===== config.mk =====
export PLATFORM = sky130hd
export DESIGN_NAME = ray_triangle_any_hit_flat
export DESIGN_NICKNAME = d
export VERILOG_FILES = /design/src/design/rtah_pkg.sv /design/src/design/rtah_if.sv /design/src/design/ray_triangle_any_hit.sv /design/src/design/rtah_mac.sv /design/src/design/rtah_seq.sv /design/src/flat_wrapper.sv
export SDC_FILE = /design/constraint.sdc
export NUM_CORES = 2
export LEC_CHECK = 0
export ABC_AREA = 1
export BUFFER_PORTS_ARGS = -buffer_cell sky130_fd_sc_hd__buf_2
export CAP_MARGIN = 30
export CORE_AREA = 2 2 432 391
export CTS_CLUSTER_SIZE = 16
export DETAILED_ROUTE_END_ITERATION = 10
export DIE_AREA = 0 0 434 393
export PLACE_DENSITY = 0.72
export SETUP_SLACK_MARGIN = 0.3
export SKIP_LAST_GASP = 1
export SLEW_MARGIN = 20
export SYNTH_ARGS = -nofsm -noshare
export SYNTH_HDL_FRONTEND = slang
export SYNTH_HIERARCHICAL = 1
export SYNTH_SLANG_ARGS = --single-unit

===== constraint.sdc =====
create_clock -name clock -period 7.25 [get_ports clock]
set_clock_uncertainty 0.05 [all_clocks]
set_input_delay 1.0875 -clock clock [delete_from_list [all_inputs] [get_ports clock]]
set_output_delay 1.0875 -clock clock [all_outputs]
set_load 0.02 [all_outputs]

===== src/design/rtah_pkg.sv =====
package rtah_pkg;

   localparam int CoordWidth    = 16;
   localparam int EdgeWidth     = 17;
   localparam int AWidth        = 18;
   localparam int BWidth        = 36;
   localparam int ProdWidth     = AWidth + BWidth;
   localparam int AccWidth      = 56;
   localparam int ThrWidth      = 48;
   localparam int TminWidth     = 16;
   localparam int AnLoWidth     = 16;
   localparam int CsrIndexWidth = 4;
   localparam int StepWidth     = 5;

   localparam logic [StepWidth-1:0]         LastStep = 5'd25;
   localparam logic signed [CoordWidth-1:0] DirZReset = 16'sd256;
   localparam logic [ThrWidth-1:0]          ThrReset = 48'd17;

   typedef enum logic [CsrIndexWidth-1:0] {
      REG_ORIGIN_X  = 4'd0,
      REG_ORIGIN_Y  = 4'd1,
      REG_ORIGIN_Z  = 4'd2,
      REG_DIR_X     = 4'd3,
      REG_DIR_Y     = 4'd4,
      REG_DIR_Z     = 4'd5,
      REG_DET_THR   = 4'd6,
      REG_T_MIN     = 4'd7
   } csr_index_type;

   typedef enum logic [3:0] {
      A_DIR_X, A_DIR_Y, A_DIR_Z,
      A_E1_X, A_E1_Y, A_E1_Z,
      A_E2_X, A_E2_Y, A_E2_Z,
      A_T_X, A_T_Y, A_T_Z,
      A_TMIN
   } a_sel_type;

   typedef enum logic [3:0] {
      B_E1_X, B_E1_Y, B_E1_Z,
      B_E2_X, B_E2_Y, B_E2_Z,
      B_P_X, B_P_Y, B_P_Z,
      B_Q_X, B_Q_Y, B_Q_Z,
      B_AN_LO, B_AN_HI
   } b_sel_type;

   typedef enum logic [1:0] {
      ACC_FRESH, ACC_ADD, ACC_SHIFT
   } acc_mode_type;

   typedef enum logic [3:0] {
      DST_NONE,
      DST_P_X, DST_P_Y, DST_P_Z,
      DST_Q_X, DST_Q_Y, DST_Q_Z,
      DST_DET, DST_UN, DST_VN, DST_TN, DST_LIM
   } dest_type;

   typedef enum logic [1:0] {
      ST_IDLE, ST_RUN, ST_DRAIN, ST_FINISH
   } state_type;

   typedef struct packed {
      a_sel_type    a_sel;
      b_sel_type    b_sel;
      acc_mode_type mode;
      logic         negate;
      logic         fold;
      dest_type     dest;
   } step_type;

   typedef struct packed {
      logic     valid;
      step_type step;
   } issue_type;

   typedef struct packed {
      logic     valid;
      dest_type dest;
   } wr_type;

   // multiply-accumulate schedule; fold applies the sign of det
   function automatic step_type step_ctrl(input logic [StepWidth-1:0] idx);
      step_type s;
      s = '{A_DIR_X, B_E1_X, ACC_FRESH, 1'b0, 1'b0, DST_NONE};
      unique case (idx)
         5'd0:  s = '{A_DIR_Y, B_E2_Z, ACC_FRESH, 1'b0, 1'b0, DST_NONE};
         5'd1:  s = '{A_DIR_Z, B_E2_Y, ACC_ADD,   1'b1, 1'b0, DST_P_X};
         5'd2:  s = '{A_DIR_Z, B_E2_X, ACC_FRESH, 1'b0, 1'b0, DST_NONE};
         5'd3:  s = '{A_DIR_X, B_E2_Z, ACC_ADD,   1'b1, 1'b0, DST_P_Y};
         5'd4:  s = '{A_DIR_X, B_E2_Y, ACC_FRESH, 1'b0, 1'b0, DST_NONE};
         5'd5:  s = '{A_DIR_Y, B_E2_X, ACC_ADD,   1'b1, 1'b0, DST_P_Z};
         5'd6:  s = '{A_T_Y,   B_E1_Z, ACC_FRESH, 1'b0, 1'b0, DST_NONE};
         5'd7:  s = '{A_T_Z,   B_E1_Y, ACC_ADD,   1'b1, 1'b0, DST_Q_X};
         5'd8:  s = '{A_T_Z,   B_E1_X, ACC_FRESH, 1'b0, 1'b0, DST_NONE};
         5'd9:  s = '{A_T_X,   B_E1_Z, ACC_ADD,   1'b1, 1'b0, DST_Q_Y};
         5'd10: s = '{A_T_X,   B_E1_Y, ACC_FRESH, 1'b0, 1'b0, DST_NONE};
         5'd11: s = '{A_T_Y,   B_E1_X, ACC_ADD,   1'b1, 1'b0, DST_Q_Z};
         5'd12: s = '{A_E1_X,  B_P_X,  ACC_FRESH, 1'b0, 1'b0, DST_NONE};
         5'd13: s = '{A_E1_Y,  B_P_Y,  ACC_ADD,   1'b0, 1'b0, DST_NONE};
         5'd14: s = '{A_E1_Z,  B_P_Z,  ACC_ADD,   1'b0, 1'b0, DST_DET};
         5'd15: s = '{A_T_X,   B_P_X,  ACC_FRESH, 1'b0, 1'b1, DST_NONE};
         5'd16: s = '{A_T_Y,   B_P_Y,  ACC_ADD,   1'b0, 1'b1, DST_NONE};
         5'd17: s = '{A_T_Z,   B_P_Z,  ACC_ADD,   1'b0, 1'b1, DST_UN};
         5'd18: s = '{A_DIR_X, B_Q_X,  ACC_FRESH, 1'b0, 1'b1, DST_NONE};
         5'd19: s = '{A_DIR_Y, B_Q_Y,  ACC_ADD,   1'b0, 1'b1, DST_NONE};
         5'd20: s = '{A_DIR_Z, B_Q_Z,  ACC_ADD,   1'b0, 1'b1, DST_VN};
         5'd21: s = '{A_E2_X,  B_Q_X,  ACC_FRESH, 1'b0, 1'b1, DST_NONE};
         5'd22: s = '{A_E2_Y,  B_Q_Y,  ACC_ADD,   1'b0, 1'b1, DST_NONE};
         5'd23: s = '{A_E2_Z,  B_Q_Z,  ACC_ADD,   1'b0, 1'b1, DST_TN};
         5'd24: s = '{A_TMIN,  B_AN_LO, ACC_FRESH, 1'b0, 1'b0, DST_NONE};
         5'd25: s = '{A_TMIN,  B_AN_HI, ACC_SHIFT, 1'b0, 1'b0, DST_LIM};
         default: s = '{A_DIR_X, B_E1_X, ACC_FRESH, 1'b0, 1'b0, DST_NONE};
      endcase
      return s;
   endfunction

endpackage


===== src/design/rtah_if.sv =====
interface rtah_req_if import rtah_pkg::*; ();
   logic                         valid;
   logic                         ready;
   logic signed [CoordWidth-1:0] v1_x;
   logic signed [CoordWidth-1:0] v1_y;
   logic signed [CoordWidth-1:0] v1_z;
   logic signed [CoordWidth-1:0] v2_x;
   logic signed [CoordWidth-1:0] v2_y;
   logic signed [CoordWidth-1:0] v2_z;
   logic signed [CoordWidth-1:0] v3_x;
   logic signed [CoordWidth-1:0] v3_y;
   logic signed [CoordWidth-1:0] v3_z;
   logic                         last_triangle;

   modport source (
      output valid, v1_x, v1_y, v1_z, v2_x, v2_y, v2_z, v3_x, v3_y, v3_z, last_triangle,
      input  ready
   );
   modport sink (
      input  valid, v1_x, v1_y, v1_z, v2_x, v2_y, v2_z, v3_x, v3_y, v3_z, last_triangle,
      output ready
   );
endinterface

interface rtah_rsp_if import rtah_pkg::*; ();
   logic valid;
   logic ready;
   logic triangle_hit;
   logic any_hit;
   logic list_done;

   modport source (
      output valid, triangle_hit, any_hit, list_done,
      input  ready
   );
   modport sink (
      input  valid, triangle_hit, any_hit, list_done,
      output ready
   );
endinterface

interface rtah_csr_if import rtah_pkg::*; ();
   logic                     valid;
   logic                     ready;
   logic [CsrIndexWidth-1:0] index;
   logic [ThrWidth-1:0]      data;

   modport source (
      output valid, index, data,
      input  ready
   );
   modport sink (
      input  valid, index, data,
      output ready
   );
endinterface


===== src/design/ray_triangle_any_hit.sv =====
// Requests are not overlapped: a new request is accepted only after the previous one
// has made its 26 passes through the shared 18x36 multiply-accumulate unit and its
// result has been loaded into the result register.
// The result register lets the next request enter while a result waits.
// Synchronous reset clears control, the hit accumulator and restores registers.
module ray_triangle_any_hit import rtah_pkg::*; (
   input  logic       clock,
   input  logic       reset,
   rtah_req_if.sink   req_bus,
   rtah_rsp_if.source rsp_bus,
   rtah_csr_if.sink   csr_bus
);

   logic signed [CoordWidth-1:0] origin_ff [3];
   logic signed [CoordWidth-1:0] dir_ff [3];
   logic [ThrWidth-1:0]          thr_ff;
   logic [TminWidth-1:0]         tmin_ff;

   logic signed [EdgeWidth-1:0]  e1_ff [3];
   logic signed [EdgeWidth-1:0]  e2_ff [3];
   logic signed [EdgeWidth-1:0]  tv_ff [3];
   logic                         last_ff;

   logic signed [BWidth-1:0]     p_ff [3];
   logic signed [BWidth-1:0]     q_ff [3];
   logic signed [AccWidth-1:0]   det_ff;
   logic signed [AccWidth-1:0]   un_ff;
   logic signed [AccWidth-1:0]   vn_ff;
   logic signed [AccWidth-1:0]   tn_ff;
   logic signed [AccWidth-1:0]   lim_ff;
   logic signed [AccWidth-1:0]   an_ff;
   logic signed [AccWidth-1:0]   uv_ff;
   logic signed [AccWidth-1:0]   thr_ext;

   logic                         rsp_valid_ff;
   logic                         hit_ff;
   logic                         any_ff;
   logic                         done_ff;
   logic                         acc_hit_ff;

   logic                         req_ready;
   logic                         start;
   logic                         out_free;
   logic                         load_out;
   issue_type                    issue;
   wr_type                       wr;
   logic signed [AccWidth-1:0]   sum;
   logic signed [AWidth-1:0]     op_a;
   logic signed [BWidth-1:0]     op_b;
   logic                         hit;
   logic                         any_in;

   assign start         = req_bus.valid && req_ready;
   assign req_bus.ready = req_ready;
   assign out_free      = !rsp_valid_ff || rsp_bus.ready;
   assign csr_bus.ready = 1'b1;

   rtah_seq u_seq (
      .clock    (clock),
      .reset    (reset),
      .start    (start),
      .out_free (out_free),
      .ready    (req_ready),
      .issue    (issue),
      .load_out (load_out)
   );

   rtah_mac u_mac (
      .clock   (clock),
      .reset   (reset),
      .issue   (issue),
      .op_a    (op_a),
      .op_b    (op_b),
      .det_neg (det_ff[AccWidth-1]),
      .wr      (wr),
      .sum     (sum)
   );

   always_ff @(posedge clock) begin
      if (reset) begin
         origin_ff[0] <= '0;
         origin_ff[1] <= '0;
         origin_ff[2] <= '0;
         dir_ff[0]    <= '0;
         dir_ff[1]    <= '0;
         dir_ff[2]    <= DirZReset;
         thr_ff       <= ThrReset;
         tmin_ff      <= '0;
      end else if (csr_bus.valid) begin
         unique case (csr_bus.index)
            REG_ORIGIN_X: origin_ff[0] <= csr_bus.data[CoordWidth-1:0];
            REG_ORIGIN_Y: origin_ff[1] <= csr_bus.data[CoordWidth-1:0];
            REG_ORIGIN_Z: origin_ff[2] <= csr_bus.data[CoordWidth-1:0];
            REG_DIR_X:    dir_ff[0]    <= csr_bus.data[CoordWidth-1:0];
            REG_DIR_Y:    dir_ff[1]    <= csr_bus.data[CoordWidth-1:0];
            REG_DIR_Z:    dir_ff[2]    <= csr_bus.data[CoordWidth-1:0];
            REG_DET_THR:  thr_ff       <= csr_bus.data;
            REG_T_MIN:    tmin_ff      <= csr_bus.data[TminWidth-1:0];
            default: ;
         endcase
      end
   end

   always_ff @(posedge clock) begin
      if (start) begin
         e1_ff[0] <= EdgeWidth'(req_bus.v2_x) - EdgeWidth'(req_bus.v1_x);
         e1_ff[1] <= EdgeWidth'(req_bus.v2_y) - EdgeWidth'(req_bus.v1_y);
         e1_ff[2] <= EdgeWidth'(req_bus.v2_z) - EdgeWidth'(req_bus.v1_z);
         e2_ff[0] <= EdgeWidth'(req_bus.v3_x) - EdgeWidth'(req_bus.v1_x);
         e2_ff[1] <= EdgeWidth'(req_bus.v3_y) - EdgeWidth'(req_bus.v1_y);
         e2_ff[2] <= EdgeWidth'(req_bus.v3_z) - EdgeWidth'(req_bus.v1_z);
         tv_ff[0] <= EdgeWidth'(origin_ff[0]) - EdgeWidth'(req_bus.v1_x);
         tv_ff[1] <= EdgeWidth'(origin_ff[1]) - EdgeWidth'(req_bus.v1_y);
         tv_ff[2] <= EdgeWidth'(origin_ff[2]) - EdgeWidth'(req_bus.v1_z);
         last_ff  <= req_bus.last_triangle;
      end
   end

   always_comb begin
      case (issue.step.a_sel)
         A_DIR_X: op_a = AWidth'(dir_ff[0]);
         A_DIR_Y: op_a = AWidth'(dir_ff[1]);
         A_DIR_Z: op_a = AWidth'(dir_ff[2]);
         A_E1_X:  op_a = AWidth'(e1_ff[0]);
         A_E1_Y:  op_a = AWidth'(e1_ff[1]);
         A_E1_Z:  op_a = AWidth'(e1_ff[2]);
         A_E2_X:  op_a = AWidth'(e2_ff[0]);
         A_E2_Y:  op_a = AWidth'(e2_ff[1]);
         A_E2_Z:  op_a = AWidth'(e2_ff[2]);
         A_T_X:   op_a = AWidth'(tv_ff[0]);
         A_T_Y:   op_a = AWidth'(tv_ff[1]);
         A_T_Z:   op_a = AWidth'(tv_ff[2]);
         A_TMIN:  op_a = AWidth'(tmin_ff);
         default: op_a = '0;
      endcase
      case (issue.step.b_sel)
         B_E1_X:  op_b = BWidth'(e1_ff[0]);
         B_E1_Y:  op_b = BWidth'(e1_ff[1]);
         B_E1_Z:  op_b = BWidth'(e1_ff[2]);
         B_E2_X:  op_b = BWidth'(e2_ff[0]);
         B_E2_Y:  op_b = BWidth'(e2_ff[1]);
         B_E2_Z:  op_b = BWidth'(e2_ff[2]);
         B_P_X:   op_b = p_ff[0];
         B_P_Y:   op_b = p_ff[1];
         B_P_Z:   op_b = p_ff[2];
         B_Q_X:   op_b = q_ff[0];
         B_Q_Y:   op_b = q_ff[1];
         B_Q_Z:   op_b = q_ff[2];
         B_AN_LO: op_b = BWidth'(an_ff[AnLoWidth-1:0]);
         B_AN_HI: op_b = an_ff[AnLoWidth+BWidth-1:AnLoWidth];
         default: op_b = '0;
      endcase
   end

   always_ff @(posedge clock) begin
      if (wr.valid) begin
         case (wr.dest)
            DST_P_X: p_ff[0] <= sum[BWidth-1:0];
            DST_P_Y: p_ff[1] <= sum[BWidth-1:0];
            DST_P_Z: p_ff[2] <= sum[BWidth-1:0];
            DST_Q_X: q_ff[0] <= sum[BWidth-1:0];
            DST_Q_Y: q_ff[1] <= sum[BWidth-1:0];
            DST_Q_Z: q_ff[2] <= sum[BWidth-1:0];
            DST_DET: det_ff  <= sum;
            DST_UN:  un_ff   <= sum;
            DST_VN:  vn_ff   <= sum;
            DST_TN:  tn_ff   <= sum;
            DST_LIM: lim_ff  <= sum;
            default: ;
         endcase
      end
      an_ff <= det_ff[AccWidth-1] ? -det_ff : det_ff;
      uv_ff <= un_ff + vn_ff;
   end

   assign thr_ext = AccWidth'(thr_ff);

   always_comb begin
      hit = (an_ff > thr_ext) &&
            !un_ff[AccWidth-1] && (un_ff <= an_ff) &&
            !vn_ff[AccWidth-1] && (uv_ff <= an_ff) &&
            (tn_ff > lim_ff);
      any_in = acc_hit_ff | hit;
   end

   always_ff @(posedge clock) begin
      if (reset) begin
         rsp_valid_ff <= 1'b0;
         acc_hit_ff   <= 1'b0;
      end else if (load_out) begin
         rsp_valid_ff <= 1'b1;
         acc_hit_ff   <= last_ff ? 1'b0 : any_in;
      end else if (rsp_bus.ready) begin
         rsp_valid_ff <= 1'b0;
      end
   end

   always_ff @(posedge clock) begin
      if (load_out) begin
         hit_ff  <= hit;
         any_ff  <= any_in;
         done_ff <= last_ff;
      end
   end

   assign rsp_bus.valid        = rsp_valid_ff;
   assign rsp_bus.triangle_hit = hit_ff;
   assign rsp_bus.any_hit      = any_ff;
   assign rsp_bus.list_done    = done_ff;

endmodule


===== src/design/rtah_mac.sv =====
module rtah_mac import rtah_pkg::*; (
   input  logic                       clock,
   input  logic                       reset,
   input  issue_type                  issue,
   input  logic signed [AWidth-1:0]   op_a,
   input  logic signed [BWidth-1:0]   op_b,
   input  logic                       det_neg,
   output wr_type                     wr,
   output logic signed [AccWidth-1:0] sum
);

   logic signed [ProdWidth-1:0] prod_ff;
   logic signed [ProdWidth-1:0] prod_in;
   logic                        stage_valid_ff;
   step_type                    stage_ff;
   logic signed [AccWidth-1:0]  acc_ff;
   logic signed [AccWidth-1:0]  base;
   logic signed [AccWidth-1:0]  term;
   logic                        subtract;

   assign prod_in = op_a * op_b;

   always_ff @(posedge clock) begin
      if (reset) begin
         stage_valid_ff <= 1'b0;
      end else begin
         stage_valid_ff <= issue.valid;
      end
   end

   always_ff @(posedge clock) begin
      prod_ff  <= prod_in;
      stage_ff <= issue.step;
      if (stage_valid_ff) begin
         acc_ff <= sum;
      end
   end

   always_comb begin
      case (stage_ff.mode)
         ACC_FRESH: base = '0;
         ACC_ADD:   base = acc_ff;
         ACC_SHIFT: base = acc_ff >>> AnLoWidth;
         default:   base = '0;
      endcase
      term     = AccWidth'(prod_ff);
      subtract = stage_ff.negate ^ (stage_ff.fold & det_neg);
      sum      = subtract ? (base - term) : (base + term);
   end

   assign wr = '{valid: stage_valid_ff, dest: stage_ff.dest};

endmodule


===== src/design/rtah_seq.sv =====
module rtah_seq import rtah_pkg::*; (
   input  logic      clock,
   input  logic      reset,
   input  logic      start,
   input  logic      out_free,
   output logic      ready,
   output issue_type issue,
   output logic      load_out
);

   state_type             state_ff;
   state_type             state_in;
   logic [StepWidth-1:0]  step_ff;
   logic [StepWidth-1:0]  step_in;

   always_ff @(posedge clock) begin
      if (reset) begin
         state_ff <= ST_IDLE;
         step_ff  <= '0;
      end else begin
         state_ff <= state_in;
         step_ff  <= step_in;
      end
   end

   always_comb begin
      state_in = state_ff;
      step_in  = step_ff;
      unique case (state_ff)
         ST_IDLE: begin
            step_in = '0;
            if (start) begin
               state_in = ST_RUN;
            end
         end
         ST_RUN: begin
            step_in = step_ff + StepWidth'(1);
            if (step_ff == LastStep) begin
               state_in = ST_DRAIN;
            end
         end
         ST_DRAIN: begin
            state_in = ST_FINISH;
         end
         ST_FINISH: begin
            if (out_free) begin
               state_in = ST_IDLE;
            end
         end
         default: begin
            state_in = ST_IDLE;
         end
      endcase
   end

   always_comb begin
      ready       = (state_ff == ST_IDLE);
      issue.valid = (state_ff == ST_RUN);
      issue.step  = step_ctrl(step_ff);
      load_out    = (state_ff == ST_FINISH) && out_free;
   end

endmodule


===== src/flat_wrapper.sv =====
// flat-port wrapper written by rule: the top's interface ports become plain ports
module ray_triangle_any_hit_flat import rtah_pkg::*;
  (clock, reset, req_bus_valid, req_bus_v1_x, req_bus_v1_y, req_bus_v1_z, req_bus_v2_x, req_bus_v2_y, req_bus_v2_z, req_bus_v3_x, req_bus_v3_y, req_bus_v3_z, req_bus_last_triangle, req_bus_ready, rsp_bus_valid, rsp_bus_triangle_hit, rsp_bus_any_hit, rsp_bus_list_done, rsp_bus_ready, csr_bus_valid, csr_bus_index, csr_bus_data, csr_bus_ready);
  rtah_req_if req_bus_i ();
  rtah_rsp_if rsp_bus_i ();
  rtah_csr_if csr_bus_i ();
  input  logic clock;
  input  logic reset;
  input wire logic [$bits(req_bus_i.valid)-1:0] req_bus_valid;
  input wire logic [$bits(req_bus_i.v1_x)-1:0] req_bus_v1_x;
  input wire logic [$bits(req_bus_i.v1_y)-1:0] req_bus_v1_y;
  input wire logic [$bits(req_bus_i.v1_z)-1:0] req_bus_v1_z;
  input wire logic [$bits(req_bus_i.v2_x)-1:0] req_bus_v2_x;
  input wire logic [$bits(req_bus_i.v2_y)-1:0] req_bus_v2_y;
  input wire logic [$bits(req_bus_i.v2_z)-1:0] req_bus_v2_z;
  input wire logic [$bits(req_bus_i.v3_x)-1:0] req_bus_v3_x;
  input wire logic [$bits(req_bus_i.v3_y)-1:0] req_bus_v3_y;
  input wire logic [$bits(req_bus_i.v3_z)-1:0] req_bus_v3_z;
  input wire logic [$bits(req_bus_i.last_triangle)-1:0] req_bus_last_triangle;
  output wire logic [$bits(req_bus_i.ready)-1:0] req_bus_ready;
  output wire logic [$bits(rsp_bus_i.valid)-1:0] rsp_bus_valid;
  output wire logic [$bits(rsp_bus_i.triangle_hit)-1:0] rsp_bus_triangle_hit;
  output wire logic [$bits(rsp_bus_i.any_hit)-1:0] rsp_bus_any_hit;
  output wire logic [$bits(rsp_bus_i.list_done)-1:0] rsp_bus_list_done;
  input wire logic [$bits(rsp_bus_i.ready)-1:0] rsp_bus_ready;
  input wire logic [$bits(csr_bus_i.valid)-1:0] csr_bus_valid;
  input wire logic [$bits(csr_bus_i.index)-1:0] csr_bus_index;
  input wire logic [$bits(csr_bus_i.data)-1:0] csr_bus_data;
  output wire logic [$bits(csr_bus_i.ready)-1:0] csr_bus_ready;
  assign req_bus_i.valid = req_bus_valid;
  assign req_bus_i.v1_x = req_bus_v1_x;
  assign req_bus_i.v1_y = req_bus_v1_y;
  assign req_bus_i.v1_z = req_bus_v1_z;
  assign req_bus_i.v2_x = req_bus_v2_x;
  assign req_bus_i.v2_y = req_bus_v2_y;
  assign req_bus_i.v2_z = req_bus_v2_z;
  assign req_bus_i.v3_x = req_bus_v3_x;
  assign req_bus_i.v3_y = req_bus_v3_y;
  assign req_bus_i.v3_z = req_bus_v3_z;
  assign req_bus_i.last_triangle = req_bus_last_triangle;
  assign req_bus_ready = req_bus_i.ready;
  assign rsp_bus_valid = rsp_bus_i.valid;
  assign rsp_bus_triangle_hit = rsp_bus_i.triangle_hit;
  assign rsp_bus_any_hit = rsp_bus_i.any_hit;
  assign rsp_bus_list_done = rsp_bus_i.list_done;
  assign rsp_bus_i.ready = rsp_bus_ready;
  assign csr_bus_i.valid = csr_bus_valid;
  assign csr_bus_i.index = csr_bus_index;
  assign csr_bus_i.data = csr_bus_data;
  assign csr_bus_ready = csr_bus_i.ready;
  ray_triangle_any_hit u_core (.clock(clock), .reset(reset), .req_bus(req_bus_i), .rsp_bus(rsp_bus_i), .csr_bus(csr_bus_i));
endmodule

### Word level (Yosys, flattened, before mapping)

Memories as Yosys holds them, arrays and structs flattened. A register that Yosys moved wholly into a read port is not among the register bits.
Index checks and enable logic that the tools add are counted.

* ROM bits: 512
* memories: 8
* flip-flop bits (word level): 588
* logic and storage cells: 221
* output and inout bits: 6
* bits in writable memories: 465

Memory list
* (name not given): depth 32, width 16, read ports 1, clocked after memory_dff 1, wr ports 0, RTL line rtah_pkg.sv:84 `unique case (idx)`
* u_core.p_ff: depth 3, width 36, read ports 3, clocked after memory_dff 0, wr ports 1, RTL line ray_triangle_any_hit.sv:24 `logic signed [BWidth-1:0] p_ff [3];`
* u_core.q_ff: depth 3, width 36, read ports 3, clocked after memory_dff 0, wr ports 1, RTL line ray_triangle_any_hit.sv:25 `logic signed [BWidth-1:0] q_ff [3];`
* u_core.e1_ff: depth 3, width 17, read ports 3, clocked after memory_dff 0, wr ports 3, RTL line ray_triangle_any_hit.sv:19 `logic signed [EdgeWidth-1:0] e1_ff [3];`
* u_core.e2_ff: depth 3, width 17, read ports 3, clocked after memory_dff 0, wr ports 3, RTL line ray_triangle_any_hit.sv:20 `logic signed [EdgeWidth-1:0] e2_ff [3];`
* u_core.tv_ff: depth 3, width 17, read ports 3, clocked after memory_dff 0, wr ports 3, RTL line ray_triangle_any_hit.sv:21 `logic signed [EdgeWidth-1:0] tv_ff [3];`
* +2 memories

* add/sub/neg operators: 14
* magnitude comparators: 4
* bitwise logic cells: 9
* $mul: 1
* equality and inequality tests: 52
* multiplexer cells: 79
* reduce and logical (&&, ||, !) cells: 29

Operators with widths (number)
* $pmux W36 S14: 1
* $pmux W18 S13: 1
* $sub A16 B16 Y17: 9
* $mux W36: 4
* $reduce_or A36 Y1: 4
* $le A56 B56 Y1: 2
* $pmux W56 S2: 1
* $mux W16: 6
* $eq A4 B3 Y1 const B: 16
* $eq A4 B4 Y1 const B: 15
* $add A56 B54 Y56: 1
* $add A56 B56 Y56: 1
* $gt A56 B49 Y1: 1
* $gt A56 B56 Y1: 1
* $mux W56: 1
* $neg A56 Y56: 1
* $sub A56 B54 Y56: 1
* $mux W55: 1
* $mul A18 B36 Y54: 1
* $mux W1: 53
* $eq A4 B2 Y1 const B: 8
* $eq A4 B1 Y1 const B: 4
* $mux W2: 7
* $reduce_and A2 Y1: 7
* other kinds (19): 41

### Logic depth before layout (Yosys ltp)

* depth after elaboration: 8
* depth in mapped cells: 38

### Modules after synthesis

Netlist, hierarchy kept.

By module, submodules not included
* ray_triangle_any_hit: cells an instance 4719, instances 1, area an instance 48445.2 µm², sequential area each 26055.0 µm²
* rtah_mac: cells an instance 4864, instances 1, area an instance 34146.5 µm², sequential area each 2942.8 µm²
* rtah_seq: cells an instance 219, instances 1, area an instance 1500.2 µm², sequential area each 460.4 µm²

### Least setup slack after synthesis

OpenSTA, ideal clock, no wires.

* kind: flip-flop to flip-flop
* start point: reg u_core/u_seq/issue[11] (netlist name)
* end point: reg u_core.u_mac.prod_ff[52]
* data arrival time: 6.544 ns
* cell stages (with the launch flop): 29
* slack: 0.542 ns
* period minus slack after synthesis: 6.708 ns
* path through: dfxtp_1 > nor2_1 > clkbuf_1 > nand2_2 > o221ai_1 > a311oi_1 > buf_2 > nand3_1 > clkbuf_1 > clkbuf_1 > nand2_1 > fa_1 > inv_1 > fa_1 > fa_1 > fa_1 > inv_1 > fa_1 > inv_1 > fa_1 > ha_1 > inv_1 > nor3_1 > and2_1 > nand2_1 > nor2_1 > nand2_1 > nand4_1 > nand2_1

* word-level cells in the longest chain between the ends: 3
* elaborated cells on any way between the ends: 16
* classes of those cells: mul: 1; eq/ne: 13; mux: 1; reduce/logical: 1

RTL lines
* $eq A4 B4 Y1, or another cell as far along: RTL line ray_triangle_any_hit.sv:136 `case (issue.step.b_sel)`
* $pmux W36 S14 (*): RTL line ray_triangle_any_hit.sv:136
* via u_core.op_b[35]: RTL line ray_triangle_any_hit.sv:49 `logic signed [BWidth-1:0] op_b;`
* $mul A18 B36 Y54 (*): RTL line rtah_mac.sv:21 `assign prod_in = op_a * op_b;`
* via u_core.u_mac.prod_in[52]: RTL line rtah_mac.sv:13 `logic signed [ProdWidth-1:0] prod_in;`
* to (signal assigned): RTL line rtah_mac.sv:32 `prod_ff <= prod_in;`
* to (decl): RTL line rtah_mac.sv:12 `logic signed [ProdWidth-1:0] prod_ff;`

Mark *: on every way through the listed nets, which the timed path passes. The rest lies on a longest branch.
A chain may end at the register's enable or synchronous reset.

### Final worst setup path

* start point: reg u_core/u_seq/issue[8] (netlist name)
* end point: reg u_core.u_mac.prod_ff[32]

* word-level cells in the longest chain between the ends: 3
* elaborated cells on any way between the ends: 16
* classes of those cells: mul: 1; eq/ne: 13; mux: 1; reduce/logical: 1

RTL lines (RTL line)
* $eq A4 B4 Y1, or another cell as far along: ray_triangle_any_hit.sv:136
* $pmux W36 S14 (*): ray_triangle_any_hit.sv:136
* via u_core.op_b[14]: ray_triangle_any_hit.sv:49
* $mul A18 B36 Y54 (*): rtah_mac.sv:21
* via u_core.u_mac.prod_in[32]: rtah_mac.sv:13

Marks and branches as above.

==> flow_summary_export.csv <==
group,metric,value,unit
run_status,outcome,"finished clean",
min_path,hold_end,"u_core/u_mac/wr[0]",
setup_path,worstPathArrival,7700,ps
setup_path,max_stage_delay,550,ps
place,io_buffers,206,
drt,drt-pass1-iter-count,9,
synthesis,avgSynthCellArea,8.58,µm²
timing,rsz0062_at_grt,"yes",
drt,routed_via_density,5.65,
synthesis,yosysMostFrequentCell,"nand2_1",
synthesis,synthTopCellsByCount,"2337 x nand2_1, 1997 x inv_1, 805 x edfxtp_1",
timing,hold_viol_final,0,
setup_path,worst-setup-path-type,"flop to flop",
setup_path,crit_family,"adder cells",
synthesis,synth_cell_types,73,
flow_run,maxCapViolCount,0,
grt,grt_overflow_total,0,
grt,antenna_found_initial,12,
synthesis,synth_edf_count,805,
floorplanning,top_level_ports,208,
setup_path,rrSetupSlack,120,ps
timing,setup-violations-final,0,
cts,root_buffer,"clkbuf_16",
synthesis,synth_nets,11249,
synthesis,ys_ff_latch,1069,
cts,cts-buffers-inserted,114,
min_path,holdPathStages,0,
cts,clock_latency,770,ps
finish,final_util,60.6,%
finish,finalNetCount,11962,
cts,htree_num_levels,3,
finish,syn_to_final_growth,19.6,%
setup_path,cp_slowest_cell,"fa_1",
setup_path,path_common_cell,"fa_1",
timing,slew_viol_final,0,
synthesis,synth_area,84100,µm²
place,dp_hpwl,239000,µm
grt,grt_pass1_wl,443000,µm
drt,ant_nets,0,
timing,tightest_slew,1120,ps
synthesis,async_flop_share,0,%
cts,cts.sinks,1069,
grt,grt_pass1_vias,70502,
finish,seq_area,29500,µm²
setup_path,worstPathBufferInverterCount,11,
synthesis,synth_top_area_share,28.7,%
timing,maxSlewHeadroom,25.1,%
synthesis,yosysTopAreaCell,"edfxtp_1",
min_path,hp-start,"u_core/u_seq/issue[0]",
setup_path,worstPathMaxFanout,7,
grt,grt_max_degree,76,
drt,drc,0,
drt,post_drt_wl_per_cell,23.6,µm
timing,max_freq,140,MHz
floorplanning,core_area,166000,µm²
min_path,hp-class,"flop to flop",
finish,num-fill-cells,14098,
timing,setup_tns,0,ps
setup_path,crit-reg2reg-launch,"u_core/u_seq/issue[8]",
setup_path,worstPathRequired,7820,ps
synthesis,yosysSeqAreaShare,35.0,%
floorplanning,die_h,393,µm
synthesis,synth_cells,9802,
setup_path,reg2reg_to,"u_core/u_mac/prod_ff[32]",
synthesis,ys_warn_count,6,
setup_path,end_kind,"flop",
floorplanning,dieArea,171000,µm²
setup_path,worstSetupStartpointType,"flop",
finish,multi_input_area,49200,µm²
drt,wl,303000,µm
drt,drt-initial-drc-count,8622,
timing,period_needed,7130,ps
place,gp_congestion,1.03,
synthesis,ys.flop_type,"edfxtp_1",
grt,track_usage,35.0,%
finish,layout-drive-gt1-share,16.3,%
timing,min_period_over_period,98.3,%
floorplanning,start_util,50.7,%
setup_path,rr_worst_depth,30,
floorplanning,die_x,434,µm
cts,clkSlewWorstSetupHoldPaths,60,ps
drt,vias,72617,
cts,cts_tree,"done",
synthesis,synth.area.top_cells,"edfxtp_1 29%, fa_1 15%, nand2_1 10%, ha_1 9.2%, inv_1 8.9%",
floorplanning,rows,142,
cts,clockBufferDepth,3,
how the worst max path moves through the flow:
stage,startpoint,slack [ps],cells after the start,endpoint
floorplan,u_core/u_seq/issue[11],540,28,u_core/u_mac/prod_ff[52]
global placement,u_core/u_seq/issue[9],-860,28,u_core/u_mac/prod_ff[33]
detailed placement,u_core/u_seq/issue[8],-890,34,u_core/u_mac/prod_ff[33]
CTS,u_core/u_seq/issue[10],260,29,u_core/u_mac/prod_ff[32]
global route,u_core/u_seq/issue[8],-90,33,u_core/u_mac/prod_ff[33]
finish,u_core/u_seq/issue[8],120,30,u_core/u_mac/prod_ff[32]
area by class of cell:
class                      instances  share of cell area (%)
clock buffer                     155                    3.19
inverter                        2032                    7.63
antenna                            4                 0.00995
tap                             2232                    2.78
clock inverter                    61                   0.626
timing repair buffer             845                    7.51
sequential                      1069                    29.3
multi-input combinational       6453                    49.0
routing by layer:
layer | vias up | track usage [%] | routed length [µm]
met3 | 719 | 7.50 | 33600
met2 | 3966 | 54.1 | 133000
li1 | 32737 | - | -
met1 | 35185 | 48.0 | 122000
met4 | 10 | 13.8 | 14600
met5 | - | 0 | 60
worst register-to-register path, delay by kind of cell, from the launching register on:
family          cells  cell delay (ps)
compound gates      2              440
xor+xnor            1              230
fa+ha+maj           7             3300
buf+inv            11             1600
flops               1              380
simple gates        9             1020
cell usage in the layout, fill, tap and decap left out, types with 68 or more instances in the layout:
cell / Yosys / layout
xnor2_1: 89 / 86
buf_2: 19 / 206
o21ai_1: 56 / 72
inv_1: 1997 / 1937
nand4_1: 109 / 109
inv_2: 29 / 77
nand2_2: 23 / 103
o21ai_0: 252 / 222
nor2_1: 610 / 538
nand2_1: 2337 / 2224
a221oi_1: 96 / 68
fa_1: 628 / 606
buf_4: 9 / 469
clkbuf_16: 0 / 122
nor2_4: 12 / 71
buf_12: 0 / 83
nor3_1: 83 / 73
a21oi_1: 554 / 513
dfxtp_1: 264 / 255
edfxtp_1: 805 / 805
xor2_1: 261 / 230
nand3_1: 261 / 233
ha_1: 617 / 569
metrics by stage:
step	hold WS, ps	instances	setup WS (ps)	cell area, µm²
CTS	283	12784	258	98200
global route	293	12847	-88.0	101000
finish	280	12851	122	101000
global placement	262	12497	-863	92000
floorplan	260	9802	542	84100
detailed placement	266	12517	-888	92300
kinds of logic after synthesis:
group	after synthesis	synth area share, %
fa+ha+maj	1245	24.1
simple gates	3575	17.7
other cells	1	0.00446
compound gates	1282	9.20
xor+xnor	350	3.65
buf+inv	2280	10.3
flops	1069	35.0
registers in the layout, summed over array words and instances, names as in the netlist, 5 cells and up:
| signal | flops |
|---|---|
| u_core/u_seq/issue | 16 |
| u_core/tv_ff | 51 |
| u_core/uv_ff | 56 |
| u_core/un_ff | 56 |
| u_core/tn_ff | 56 |
| u_core/vn_ff | 56 |
| u_core/e2_ff | 51 |
| u_core/u_mac/acc_ff | 56 |
| u_core/det_ff | 56 |
| u_core/u_seq/step_ff | 5 |
| u_core/an_ff | 56 |
| u_core/p_ff | 108 |
| u_core/tmin_ff | 16 |
| u_core/lim_ff | 56 |
| u_core/u_mac/prod_ff | 54 |
| u_core/q_ff | 108 |
| u_core/origin_ff | 48 |
| u_core/thr_ff | 48 |
| u_core/e1_ff | 51 |
| u_core/dir_ff | 48 |
what timing repair did:
item,4_1_cts,5_1_grt
setup endpoints to repair,46,42
setup buffers,46,55
gates cloned,5,6
resized for setup,300,447
pin swaps,59,175
hold buffers,0,0
Power is not shown: default switching activity piles up to over one toggle a cycle in this logic, so the estimate is an artifact.
